`src/rtl/core/cvl_pkg.sv`:
```
package cvl_pkg;

  // Default list depth
  localparam int unsigned CapacityDef = 64;

  // Fixed field widths
  localparam int unsigned ModeW   = 2;
  localparam int unsigned ValueW  = 32;
  localparam int unsigned StatusW = 2;
  localparam int unsigned PosW    = 7;

  typedef enum logic [ModeW-1:0] {
    MODE_INSERT = 2'd0,
    MODE_SEARCH = 2'd1,
    MODE_DELETE = 2'd2,
    MODE_CLEAR  = 2'd3
  } mode_e;

  typedef enum logic [StatusW-1:0] {
    ST_DONE     = 2'd0,
    ST_FULL     = 2'd1,
    ST_EMPTY    = 2'd2,
    ST_NOTFOUND = 2'd3
  } status_e;

  // Per-cycle commands broadcast to every cell
  typedef struct packed {
    logic cmp;   // load match flag from compare
    logic scan;  // merge flag from the cell at the current scan distance
    logic ins;   // write the broadcast value at the tail cell
    logic del;   // cells at or after the first match take the next entry
  } cell_ctrl_t;

endpackage

```
`src/rtl/core/cvl_cell.sv`:
```
module cvl_cell #(
  parameter int unsigned CW    = 7,
  parameter int unsigned INDEX = 0
) (
  input  logic                           clk_i,
  input  cvl_pkg::cell_ctrl_t            ctrl_i,
  input  logic [cvl_pkg::ValueW-1:0]     value_i,
  input  logic [CW-1:0]                  count_i,
  input  logic [cvl_pkg::ValueW-1:0]     next_entry_i,
  input  logic                           far_flag_i,
  output logic [cvl_pkg::ValueW-1:0]     entry_o,
  output logic                           flag_o
);

  localparam logic [CW-1:0] MyIdx = CW'(INDEX);

  logic [cvl_pkg::ValueW-1:0] entry_q, entry_d;
  logic                       flag_q, flag_d;
  logic                       occupied;

  assign occupied = (MyIdx < count_i);

  // Entry: append at the tail, or close the gap behind the first match
  always_comb begin
    entry_d = entry_q;
    if (ctrl_i.ins && (count_i == MyIdx)) begin
      entry_d = value_i;
    end else if (ctrl_i.del && flag_q) begin
      entry_d = next_entry_i;
    end
  end

  // Flag: match on compare, then prefix OR over the scan steps
  always_comb begin
    flag_d = flag_q;
    if (ctrl_i.cmp) begin
      flag_d = occupied && (entry_q == value_i);
    end else if (ctrl_i.scan) begin
      flag_d = flag_q | far_flag_i;
    end
  end

  always_ff @(posedge clk_i) begin
    entry_q <= entry_d;
    flag_q  <= flag_d;
  end

  assign entry_o = entry_q;
  assign flag_o  = flag_q;

endmodule

```
`config.mk`:
```
export PLATFORM = sky130hd
export DESIGN_NAME = cvl_cell
export DESIGN_NICKNAME = d
export VERILOG_FILES = /design/src/rtl/core/cvl_pkg.sv /design/src/rtl/core/cvl_cell.sv
export SDC_FILE = /design/constraint.sdc
export NUM_CORES = 1
export LEC_CHECK = 0
export ABC_AREA = 1
export BUFFER_PORTS_ARGS = -buffer_cell sky130_fd_sc_hd__buf_2
export CORE_MARGIN = 2
export CORE_UTILIZATION = 35
export DETAILED_ROUTE_END_ITERATION = 8
export GPL_TIMING_DRIVEN = 0
export PLACE_DENSITY_LB_ADDON = 0.05
export SLEW_MARGIN = 20
export SYNTH_ARGS = -nofsm -noshare
export SYNTH_HDL_FRONTEND = slang
export SYNTH_SLANG_ARGS = --single-unit
```
`constraint.sdc`:
```
create_clock -name clk_i -period 1.71 [get_ports clk_i]
set_input_delay 0.0855 -clock clk_i [delete_from_list [all_inputs] [get_ports clk_i]]
set_output_delay 0.0855 -clock clk_i [all_outputs]
set_load 0.05 [all_outputs]
```
==> flow_summary.toml <==
[routing]
drcViolationCount = 0
first_iter_violations = 87
via_per_inst = 4.44
drtAntennaViolNets = 0
vias = 1992
totalWireLength_um = 5330
first_pass_iters = 4
wl_per_cell_um = 11.9

[floorplan]
fp.coreArea_um2 = 5850
start_util_pct = 35.9
chipHeight_um = 81.5
die_w_um = 81.5
rows = 28
die_area_um2 = 6650
num_io_pins = 110

[critical_path]
cpMostUsedCell = "nand2_4"
start_kind = "input pin"
worst-path-max-fanout = 32
arrival_ns = 1.26
path_buf_inv = 2
cpMaxStageDelayCell = "nand2_4"
endpoint_kind = "flop"
path_cells = "buf_2 -> nor3_2 -> nor2b_4 -> nand2_4 -> buf_6 -> nand2_4"
cp_data_required_time_ns = 1.64
cpLargestDelayFamily = "simple AND/OR/NAND/NOR gates"
worstSetupPathType = "input pin to flop"
slowest_delay_ns = 0.35

[clock_network]
clk_latency_ns = 0.28
cts_hold_buffers = 0
cts_tree = "done"
cts-root-buf = "clkbuf_8"
numCtsBuffers = 5
htreeDepth = 2
cts_sinks = 33
clk_pin_slew_ns = 0.07
clockBufferDepth = 2

[logic_synthesis]
ys_async_sr_fraction_pct = 0
synthXorXnorAreaFrac_pct = 4.58
yosysSeqAreaShare_pct = 47.1
yosysWarnings = 0
ys_seq_elements = 33
synth_cell_types = 17
synth.area.mux_share_pct = 0
yosysMostFrequentCell = "nand2_1"
syn_area_um2 = 2100
synth_compound_area_share_pct = 8.80
synth-simple-area-share_pct = 29.3
synth_commonest_cells = "100 x nand2_1, 39 x inv_1, 33 x edfxtp_1, 20 x o21ai_2, 17 x nand3_1"
synth_area_leaders = "edfxtp_1 47%, nand2_1 18%, o21ai_2 8.3%, inv_1 7.0%, xnor2_1 4.6%"
synth_nets = 334
synth-edff-count = 33
synthAdderAreaFrac_pct = 0
synth_flop_cell = "edfxtp_1"
yosys.area.top_type = "edfxtp_1"
synth_top_area_share_pct = 47.1
synth_top_family_by_area = "simple AND/OR/NAND/NOR gates"
syn-instance-count = 257
syn_area_per_cell_um2 = 8.18

[timing]
fin_crit_ns = 1.33
slew_headroom_pct = 65.4
worstMarginPinSlew_ns = 0.519
fin_tns_setup_ns = 0
clock_skew_ns = 0.00328
max_freq_mhz = 751
rsz0062_at_grt = "false"
hold_viol = 0
period_share_pct = 77.9
setup_viol = 0
final-max-slew-violation-count = 0

[cells_and_area]
final_cells = 449
fin_area_um2 = 2830
antenna-diode-count = 0
area_growth_syn_to_layout_pct = 34.7
nets = 450
n_fill_cell = 604
drive_gt1_share_pct = 40.6

[placed_design]
dp.cells = 441
gp_congestion = 0.695
place_area_um2 = 2750
place.detailed.hpwl_um = 4140
portBuffers = 109

[outcome]
status = "finished clean"

[grt]
grt_pass1_vias = 1809
antenna_found_initial = 0
grt.overflow.total = 0
grt_max_degree = 33
grtUsageTotal_pct = 15.7
grt_pass1_wl_um = 7850

[power]
power_frac_clock_pct = 28.7
switchingPower_mw = 0.598
ir_drop_v = 0.000479
seqPwrFrac_pct = 48.7
power.density_nw_per_um2 = 700
power_leakage_nw = 1.48
p_int_mw = 1.38
swShare_pct = 30.2
pwr-share-comb_pct = 22.6

[hold_path]
hold_path.class = "input pin to flop"

[flow_run]
maxCapViolCount = 0
-- cell families (layout without fill, tap and decap cells) --
kind of cell / count (synthesis) / after routing
and+or+nand+nor: 145 / 145
buffers and inverters: 46 / 163
DFF: 33 / 33
AOI/OAI and AO/OA: 22 / 22
xor gates and xnor gates: 11 / 11
-- metal layers --
layer	global-route usage [%]	routed length (um)	vias up
met3	4.51	377	8
met2	28.4	2630	58
met1	18.0	2250	885
met5	0	0	-
li1	-	-	1041
met4	4.58	68	0
-- final timing paths --
path | slack, ns | to | cells past startpoint | start
worst min-delay path | 0.07 | entry_o[8] | 3 | next_entry_i[8]
worst max-delay path | 0.38 | entry_o[28] | 6 | count_i[2]
worst max register to register | 0.41 | flag_o | 7 | entry_o[11]
worst min register to register | 0.63 | flag_o | 2 | flag_o
-- repair_timing --
| action | CTS | global route |
|---|---|---|
| resized for setup | 0 | 1 |
| buffers inserted | 0 | 0 |
| setup endpoints to repair | 0 | 13 |
-- power groups by stage --
stage	Sequential [mW]	Combinational, mW	Clock, mW
2_1_floorplan	1.11	0.157	0
3_3_place_gp	0.983	0.446	0
3_5_place_dp	0.984	0.450	0
4_1_cts	0.967	0.452	0.594
5_1_grt	0.970	0.489	0.624
6_report	0.966	0.447	0.569
-- per-stage QoR --
stage               setup WS, ns  util [%]  hold slack, ns  power (mW)
finish                     0.379      48.4          0.0719        1.98
global route               0.281      48.4          0.0723        2.08
CTS                       0.0739      48.3          0.0624        2.01
detailed placement        -0.226      46.9           0.357        1.43
global placement          -0.222      46.9           0.350        1.43
floorplan                  0.142         -           0.264        1.27
-- final cells by class --
cell class	instances	area, um2	share of cell area [%]
inverters	39	146	5.17
flip-flops and latches	33	991	35.0
well taps	75	93.8	3.31
repair buffers	109	546	19.3
clock inverters	2	10.0	0.353
plain buffers	7	67.6	2.39
multi-input cells	178	906	32.0
clock buffers	6	72.6	2.56
-- state kept, by name (all words and copies together), names as in the netlist --
register,cells
entry_o,32
flag_o,1
-- tightest hold or removal path, delay by kind of cell --
| family | cells | cell delay (ns) |
|---|---|---|
| simple gates | 2 | 0.08 |
| buf+inv | 1 | 0.07 |
-- layout by cell type, fill, tap and decap left out --
cell	instances
o21ai_2	20
nand4_1	5
xnor2_1	11
nand2_1	99
nor2b_4	1
inv_1	39
a21oi_1	1
clkbuf_8	5
or2_2	6
buf_4	1
nor2_1	14
buf_6	5
buf_2	109
o21ai_0	1
clkinv_2	2
nor3_2	1
nand3_1	17
clkbuf_1	2
nand2_4	2
edfxtp_1	33
Power figures use the tool's default switching activity.
