[src/rtl/core/cvl_pos_enc.sv]
module cvl_pos_enc #(
  parameter int unsigned CAP = 64,
  parameter int unsigned CW  = 7
) (
  input  logic [CAP-1:0] flag_i,
  output logic [CW-1:0]  pos_o
);

  logic [CAP-1:0] first;

  // Mark the rising edge of the prefix flags
  always_comb begin
    for (int i = 0; i < CAP; i++) begin
      if (i == 0) begin
        first[i] = flag_i[i];
      end else begin
        first[i] = flag_i[i] & ~flag_i[i-1];
      end
    end
  end

  // OR the one-based index of the marked cell
  always_comb begin
    pos_o = '0;
    for (int i = 0; i < CAP; i++) begin
      pos_o = pos_o | ({CW{first[i]}} & CW'(i + 1));
    end
  end

endmodule

[config.mk]
export PLATFORM = sky130hd
export DESIGN_NAME = cvl_pos_enc
export DESIGN_NICKNAME = d
export VERILOG_FILES = /design/src/rtl/core/cvl_pos_enc.sv
export SDC_FILE = /design/constraint.sdc
export NUM_CORES = 1
export LEC_CHECK = 0
export ABC_CLOCK_PERIOD_IN_PS = 1900
export BUFFER_PORTS_ARGS = -buffer_cell sky130_fd_sc_hd__buf_2
export CAP_MARGIN = 40
export CORE_MARGIN = 8
export CORE_UTILIZATION = 42
export DETAILED_ROUTE_END_ITERATION = 10
export PLACE_DENSITY = 0.9
export SYNTH_ARGS = -nofsm -noshare
export SYNTH_HDL_FRONTEND = slang
export SYNTH_SLANG_ARGS = --single-unit
export TNS_END_PERCENT = 100
[constraint.sdc]
create_clock -name vclk -period 1.9
set_input_delay 0.19 -clock vclk [all_inputs]
set_output_delay 0.19 -clock vclk [all_outputs]
set_load 0.03 [all_outputs]
==> results of run 1 <==
-- synth_stat cells --
master	number	area, um^2
nor4bb_1	1	10.0
o2111ai_4	1	26.3
nand3_1	3	15.0
a21oi_1	1	5.00
o21ai_0	8	40.0
a2111oi_2	1	15.0
nor4_1	7	43.8
o2111ai_1	13	114
o2111ai_2	1	15.0
nand2_1	3	11.3
nor2_1	4	15.0
a2111oi_4	1	27.5
nand2b_1	32	200
nand2b_2	2	17.5
inv_1	21	78.8
a2111oi_0	1	8.76
nand4_1	7	43.8
nor2b_1	2	12.5
or2b_2	2	17.5
nor3_1	3	15.0
mux2i_1	2	20.0
-- kinds of logic (layout without fill, tap and decap cells) --
logic type | count (synthesis) | in the layout
AO/OA/AOI/OAI | 27 | 27
buffers and inverters | 21 | 92
multiplexers | 2 | 2
AND/OR/NAND/NOR | 66 | 66
-- final cells by class --
| cell class | count | area (um^2) | area share |
|---|---|---|---|
| multi-input cells | 95 | 673 | 0.591 |
| repair buffers | 71 | 355 | 0.312 |
| inverters | 21 | 78.8 | 0.0692 |
| well taps | 25 | 31.3 | 0.0275 |
-- layer usage --
metal / up-vias / global-route usage / wire, um
li1: 572 / - / -
met1: 504 / 0.211 / 1330
met2: 49 / 0.334 / 1570
met3: 2 / 0.0239 / 215
met4: 0 / 0.0105 / 15
met5: - / 0 / 0
-- where the power goes --
group          internal [mW]  switching, mW
logic                  0.106          0.113
clock network              0              0
registers                  0              0
-- worst max path at each step --
stage                     to  cells after the start  slack, ps
floorplan           pos_o[4]                      4        530
global placement    pos_o[5]                      6        380
detailed placement  pos_o[4]                      6        360
CTS                 pos_o[4]                      6        360
global route        pos_o[1]                      6        270
finish              pos_o[2]                      6        360
-- metrics by stage --
| step | instance area (um^2) | instances | util | total power, mW |
|---|---|---|---|---|
| finish | 1140 | 212 | 0.667 | 0.220 |
| global route | 1140 | 212 | 0.667 | 0.241 |
| CTS | 1140 | 212 | 0.667 | 0.219 |
| detailed placement | 1140 | 212 | 0.667 | 0.218 |
| global placement | 1140 | 212 | 0.667 | 0.213 |
| floorplan | 752 | 116 | - | 0.111 |
-- cells in the final DEF (no fill, tap or decap), drive strengths merged --
cell	instances
nand2b	34
nor2	4
o21ai	8
nor3	3
or2b	2
a2111oi	3
mux2i	2
o2111ai	15
nand2	3
nor2b	2
inv	21
nor4	7
nand4	7
nor4bb	1
buf	71
nand3	3
a21oi	1
==> results.sh, run 1 <==
export IMPL_path_max_fanout=3
export IMPL_cp_startpoint="flag_i[28]"
export IMPL_critPathCaptureType="output pin"
export IMPL_start_kind="input port"
export IMPL_syn_inst=116
export IMPL_required_ps=1710
export IMPL_max_vdd_ir_drop_mv=0.0972
export IMPL_timing_hold_ws_ps=680
export IMPL_dieArea_mm2=0.00340
export IMPL_clkbuf_count=0
export IMPL_synthToLayoutAreaGrowth_pct=51.4
export IMPL_synth_xor_area_frac=0
export IMPL_synth_distinct_cells=21
export IMPL_insertedDiodeCount=0
export IMPL_slew_headroom=0.713
export IMPL_ctsResizeCount=0
export IMPL_vias=1127
export IMPL_hpwl_mm=2.96
export IMPL_fin_ws_ps=360
export IMPL_rsz0062_at_grt="false"
export IMPL_p_leak_nw=0.565
export IMPL_syn_area_per_cell_um2=6.48
export IMPL_post_cts_setup_buffers=0
export IMPL_period_share=0.811
export IMPL_syn_num_nets=180
export IMPL_hold_path_startpoint="flag_i[62]"
export IMPL_fp_dieW_um=58.3
export IMPL_path_cells="buf_2 > or2b_2 > nand4_1 > nor4_1 > nand3_1 > buf_2"
export IMPL_slew_violations=0
export IMPL_cpMostUsedCell="buf_2"
export IMPL_synthAdderAreaFrac=0
export IMPL_final_hold_viol_count=0
export IMPL_io_pins=71
export IMPL_regArea_um2=0
export IMPL_worst_pin_slew_ps=419
export IMPL_grt_pass1_wl_mm=5.06
export IMPL_portBuffers=71
export IMPL_hold_path_class="in -> out"
export IMPL_postRouteAntennaNets=0
export IMPL_syn_area_um2=752
export IMPL_routabilityCongestion=0.904
export IMPL_antenna_found_initial=0
export IMPL_max_stage_delay_ps=420
export IMPL_drt_wl_total_mm=3.14
export IMPL_cp_top_family="simple AND/OR/NAND/NOR gates"
export IMPL_worstPathArrival_ps=1350
export IMPL_crit_slowest_cell="nor4_1"
export IMPL_status="completed"
export IMPL_period_needed_ps=1540
export IMPL_dr_pass1_iters=4
export IMPL_fin_nets=253
export IMPL_drive_above_1_share=0.422
export IMPL_synth_compound_area_frac=0.334
export IMPL_vias_per_cell=5.32
export IMPL_remaining_drc_errors=0
export IMPL_grt_ovfl_total=0
export IMPL_n_fill_cell=173
export IMPL_final_setup_tns_ps=0
export IMPL_start_util=0.440
export IMPL_yosys_area_share_simple=0.534
export IMPL_fmax_ghz=0.649
export IMPL_grt_max_degree=5
export IMPL_groute_usage_overall=0.176
export IMPL_critPathKind="in -> out"
export IMPL_powerDensity_mw_per_mm2=193
export IMPL_die_y_um=58.3
export IMPL_core_area_mm2=0.00171
export IMPL_finalSetupViolations=0
export IMPL_rows=15
export IMPL_synth_top_family_by_area="simple AND/OR/NAND/NOR gates"
export IMPL_seq_cell_count=0
export IMPL_wl_per_cell_um=14.8
export IMPL_yosys_warnings=0
export IMPL_maxCapViolCount=0
export IMPL_critPathBufInv=2
export IMPL_first_global_vias=1221
export IMPL_muxShareOfSynthArea=0.0266
export IMPL_drt_first_iter_violations=33
export IMPL_ys_seq_area_frac=0
export IMPL_hold_depth=3
export IMPL_min_to="pos_o[6]"
export IMPL_place_ws_ps=361
export IMPL_cts_hold_buf=0
(Power assumes the default switching activity.)
==> inputs of run 2 (changes only) <==
--- a/config.mk
+++ b/config.mk
@@ -5,13 +5,13 @@
 export SDC_FILE = /design/constraint.sdc
 export NUM_CORES = 1
 export LEC_CHECK = 0
-export ABC_CLOCK_PERIOD_IN_PS = 1900
+export ABC_CLOCK_PERIOD_IN_PS = 1400
 export BUFFER_PORTS_ARGS = -buffer_cell sky130_fd_sc_hd__buf_2
 export CAP_MARGIN = 40
 export CORE_MARGIN = 8
-export CORE_UTILIZATION = 42
+export CORE_UTILIZATION = 35
 export DETAILED_ROUTE_END_ITERATION = 10
-export PLACE_DENSITY = 0.9
+export PLACE_DENSITY = 0.8
 export SYNTH_ARGS = -nofsm -noshare
 export SYNTH_HDL_FRONTEND = slang
 export SYNTH_SLANG_ARGS = --single-unit
==> constraint.sdc (replaced) <==
create_clock -name vclk -period 1.4
set_input_delay 0.14 -clock vclk [all_inputs]
set_output_delay 0.14 -clock vclk [all_outputs]
set_load 0.03 [all_outputs]
==> run 2 against run 1 <==
Combinational power is 70% higher; first-iteration DRC count is 48% higher; critical path depth stayed put; via count is 11% higher; die area is 14% higher; sequential share of layout area stayed put; cell count is 7.1% higher; worst hold slack worse by 74 ps; wire length is 20% higher; power is 71% higher; flip-flop and latch count stayed put; clock-buffer cell count stayed put; critical endpoint is now pos_o[4]; largest cell class unchanged; largest power group unchanged.
==> results.sh, run 2 (synthesis results as in run 1) <==
export IMPL_status="completed"
export IMPL_drive_above_1_share=0.515
export IMPL_path_cells="buf_2 > nor2b_1 > buf_4 > a2111oi_4 > nand4_1 > buf_4"
export IMPL_p_leak_nw=0.665
export IMPL_wl_per_cell_um=16.6
export IMPL_cp_top_family="buffers and inverters"
export IMPL_path_max_fanout=2
export IMPL_vias_per_cell=5.49
export IMPL_slew_headroom=0.658
export IMPL_remaining_drc_errors=0
export IMPL_period_needed_ps=1350
export IMPL_grt_max_degree=5
export IMPL_clkbuf_count=0
export IMPL_slew_violations=0
export IMPL_worstPathArrival_ps=1210
export IMPL_grt_ovfl_total=0
export IMPL_fin_total_pwr_mw=0.375
export IMPL_die_y_um=62.4
export IMPL_crit_slowest_cell="a2111oi_4"
export IMPL_n_fill_cell=195
export IMPL_core_area_mm2=0.00200
export IMPL_start_kind="input port"
export IMPL_fin_util=0.681
export IMPL_dieArea_mm2=0.00389
export IMPL_rows=16
export IMPL_max_stage_delay_ps=330
export IMPL_dp_cells=227
export IMPL_postRouteAntennaNets=0
export IMPL_timing_hold_ws_ps=607
export IMPL_cpMostUsedCell="buf_4"
export IMPL_required_ps=1260
export IMPL_placed_area_mm2=0.00124
export IMPL_groute_usage_overall=0.179
export IMPL_vias=1246
export IMPL_first_global_vias=1386
export IMPL_portBuffers=71
export IMPL_critPathKind="in -> out"
export IMPL_period_share=0.964
export IMPL_start_util=0.376
export IMPL_final_cell_mix="67 x buf_2, 29 x nand2b_1, 21 x inv_1, 15 x buf_4, 11 x o2111ai_1"
export IMPL_drt_wl_total_mm=3.76
export IMPL_hold_path_class="in -> out"
export IMPL_drt_first_iter_violations=49
export IMPL_seq_cell_count=0
export IMPL_rsz0062_at_grt="false"
export IMPL_worst_pin_slew_ps=508
export IMPL_insertedDiodeCount=0
export IMPL_fp_dieW_um=62.4
export IMPL_max_vdd_ir_drop_mv=0.158
export IMPL_finalSetupViolations=0
export IMPL_maxCapViolCount=0
export IMPL_io_pins=71
export IMPL_critPathCaptureType="output pin"
export IMPL_antenna_found_initial=0
export IMPL_final_common_cell="buf_2"
export IMPL_hpwl_mm=3.36
export IMPL_finalInstanceArea_mm2=0.00136
export IMPL_fin_nets=266
export IMPL_stdcell_count=227
export IMPL_fmax_ghz=0.741
export IMPL_routabilityCongestion=0.839
export IMPL_hold_depth=3
export IMPL_grt_pass1_wl_mm=6.13
export IMPL_powerDensity_mw_per_mm2=275
export IMPL_dr_pass1_iters=4
export IMPL_critPathBufInv=3
export IMPL_cts_hold_buf=0
export IMPL_final_hold_viol_count=0
export IMPL_synthToLayoutAreaGrowth_pct=81.4
export IMPL_crit_cells=6
export IMPL_regArea_um2=0
run 2: changes by cell type in the layout (fill, tap and decap cells not counted), moves of 2 or more:
cell	change
o2111ai_1	-2
o2111ai_4	+2
buf_4	+15
nor4_2	+2
nor4_1	-3
buf_2	-4
nand2b_1	-3
nand2b_4	+3
run 2: where the power goes:
| part | switching, mW | internal (mW) |
|---|---|---|
| Sequential | 0 | 0 |
| Combinational | 0.192 | 0.183 |
| Clock | 0 | 0 |
| Total | 0.192 | 0.183 |
run 2: final timing paths:
check | start | endpoint | slack [ps]
worst min-delay path | flag_i[62] | pos_o[6] | 610
worst max-delay path | flag_i[18] | pos_o[4] | 50
run 2: cell type report:
class / instances / area, um^2 / share of cell area
timing repair buffer: 84 / 467 / 0.342
inverter: 21 / 78.8 / 0.0578
tap: 27 / 33.8 / 0.0248
multi-input combinational: 95 / 785 / 0.575
run 2: worst min-delay path, stage by stage:
cell and delay (ps):
buf_2 110, nor2b_1 50, buf_2 170
run 2: timing repair:
action	4_1_cts	5_1_grt
pin swaps	3	3
endpoints found under the setup margin	2	3
resized for setup	12	10
buffers inserted	0	0
run 2: metrics by stage:
step	setup WS, ps	TNS, ps
floorplan	125	0
global placement	-233	-243
detailed placement	-189	-212
CTS	4.65	0
global route	4.93	0
finish	50.4	0
run 2: routing by layer:
metal | GRT usage | vias up | wire length (um)
met5 | 0 | - | 0
met4 | 0.0285 | 0 | 70
met3 | 0.0287 | 6 | 300
met2 | 0.352 | 81 | 1880
met1 | 0.196 | 556 | 1510
li1 | - | 603 | -
==> inputs of run 3 (changes only) <==
--- a/config.mk
+++ b/config.mk
@@ -8,10 +8,12 @@
 export ABC_CLOCK_PERIOD_IN_PS = 1400
 export BUFFER_PORTS_ARGS = -buffer_cell sky130_fd_sc_hd__buf_2
 export CAP_MARGIN = 40
+export CELL_PAD_IN_SITES_DETAIL_PLACEMENT = 0
+export CELL_PAD_IN_SITES_GLOBAL_PLACEMENT = 1
 export CORE_MARGIN = 8
-export CORE_UTILIZATION = 35
+export CORE_UTILIZATION = 22
 export DETAILED_ROUTE_END_ITERATION = 10
-export PLACE_DENSITY = 0.8
+export PLACE_DENSITY_LB_ADDON = 0.1
 export SYNTH_ARGS = -nofsm -noshare
 export SYNTH_HDL_FRONTEND = slang
 export SYNTH_SLANG_ARGS = --single-unit
==> run 3 against run 2 <==
Non-clock buffer count is 4 lower; power increased by 0.42%; critical endpoint unchanged; cell count rose by 6.6%; via count decreased by 6.3%; highest routed layer unchanged.
==> results.sh, run 3 (synthesis results as in run 1) <==
export IMPL_status="completed"
export IMPL_vias_per_cell=4.82
export IMPL_core_area_mm2=0.00331
export IMPL_critPathCaptureType="output pin"
export IMPL_remaining_drc_errors=0
export IMPL_powerDensity_mw_per_mm2=269
export IMPL_internal_power_mw=0.185
export IMPL_insertedDiodeCount=0
export IMPL_wl_per_cell_um=14.9
export IMPL_place_ws_ps=-21.1
export IMPL_drt_first_iter_violations=19
export IMPL_fin_ws_ps=65.9
export IMPL_hpwl_mm=3.27
export IMPL_drive_above_1_share=0.520
export IMPL_routabilityCongestion=0.785
export IMPL_slew_violations=0
export IMPL_required_ps=1260
export IMPL_grt_max_degree=5
export IMPL_rows=21
export IMPL_synthToLayoutAreaGrowth_pct=86.4
export IMPL_first_global_vias=1261
export IMPL_vias=1167
export IMPL_post_cts_setup_buffers=0
export IMPL_dieArea_mm2=0.00555
export IMPL_worst_pin_slew_ps=431
export IMPL_period_needed_ps=1330
export IMPL_comb_power_share=1.000
export IMPL_grt_ovfl_total=0
export IMPL_groute_usage_overall=0.121
export IMPL_worstPathArrival_ps=1190
export IMPL_start_util=0.227
export IMPL_fmax_ghz=0.750
export IMPL_drt_wl_total_mm=3.60
export IMPL_finalSetupViolations=0
export IMPL_start_kind="input port"
export IMPL_period_share=0.953
export IMPL_portBuffers=71
export IMPL_switching_power_mw=0.192
export IMPL_maxCapViolCount=0
export IMPL_slew_headroom=0.710
export IMPL_seq_cell_count=0
export IMPL_multi_input_area_um2=805
export IMPL_n_fill_cell=386
export IMPL_path_max_fanout=3
export IMPL_max_vdd_ir_drop_mv=0.125
export IMPL_fin_total_pwr_mw=0.377
export IMPL_hold_path_class="in -> out"
export IMPL_power_frac_clock=0
export IMPL_io_pins=71
export IMPL_clkbuf_count=0
export IMPL_critPathKind="in -> out"
export IMPL_fin_nets=262
export IMPL_p_sw_frac=0.510
export IMPL_p_seq_frac=0
export IMPL_fin_util=0.423
export IMPL_grt_pass1_wl_mm=5.50
export IMPL_p_leak_nw=0.663
export IMPL_dr_pass1_iters=4
export IMPL_final_cell_mix="65 x buf_2, 30 x nand2b_1, 21 x inv_1, 9 x o2111ai_1, 9 x buf_4"
export IMPL_final_hold_viol_count=0
export IMPL_fp_dieW_um=74.5
export IMPL_final_common_cell="buf_2"
export IMPL_die_y_um=74.5
export IMPL_postRouteAntennaNets=0
export IMPL_antenna_found_initial=0
export IMPL_regArea_um2=0
run 3: cell type report:
cell class / instances / area share
inverter: 21 / 0.0563
multi-input combinational: 95 / 0.574
tap: 46 / 0.0411
timing repair buffer: 80 / 0.329
run 3: per-layer routing:
layer  routed length [um]  track usage  up-vias
met5                    0            0        -
met1                 1560        0.159      526
li1                     -            -      592
met3                  292       0.0189        2
met4                   26            0        0
met2                 1720        0.211       47
run 3: timing repair:
action                                  4_1_cts  5_1_grt
endpoints found under the setup margin        2        6
hold buffers                                  0        0
gates resized for setup                       3       33
pin swaps                                     3        8
cloned                                        0        0
run 3: power by group through the flow:
stage / Combinational [mW] / Sequential, mW / Clock, mW
5_1_grt: 0.417 / 0 / 0
2_1_floorplan: 0.151 / 0 / 0
4_1_cts: 0.326 / 0 / 0
3_3_place_gp: 0.321 / 0 / 0
3_5_place_dp: 0.323 / 0 / 0
6_report: 0.377 / 0 / 0
run 3: path summary, 6_finish.rpt:
| check | cells past startpoint | slack (ps) | end | startpoint |
|---|---|---|---|---|
| max | 6 | 70 | pos_o[4] | flag_i[21] |
| min | 3 | 610 | pos_o[6] | flag_i[62] |
run 3: critical path, cell delays in order:
cell,delay (ps)
buf_2,80
nand2b_1,130
o21ai_0,180
a2111oi_4,330
nand4_1,160
buf_6,170
run 3: per-stage QoR:
stage,area (um^2),instances,setup TNS (ps),hold WS (ps)
final,1400,242,0,605
after global routing,1400,242,-38.5,626
after CTS,1240,242,0,586
after detailed placement,1230,242,-21.1,584
after global placement,1230,242,-5.86,582
after floorplan,752,116,0,390
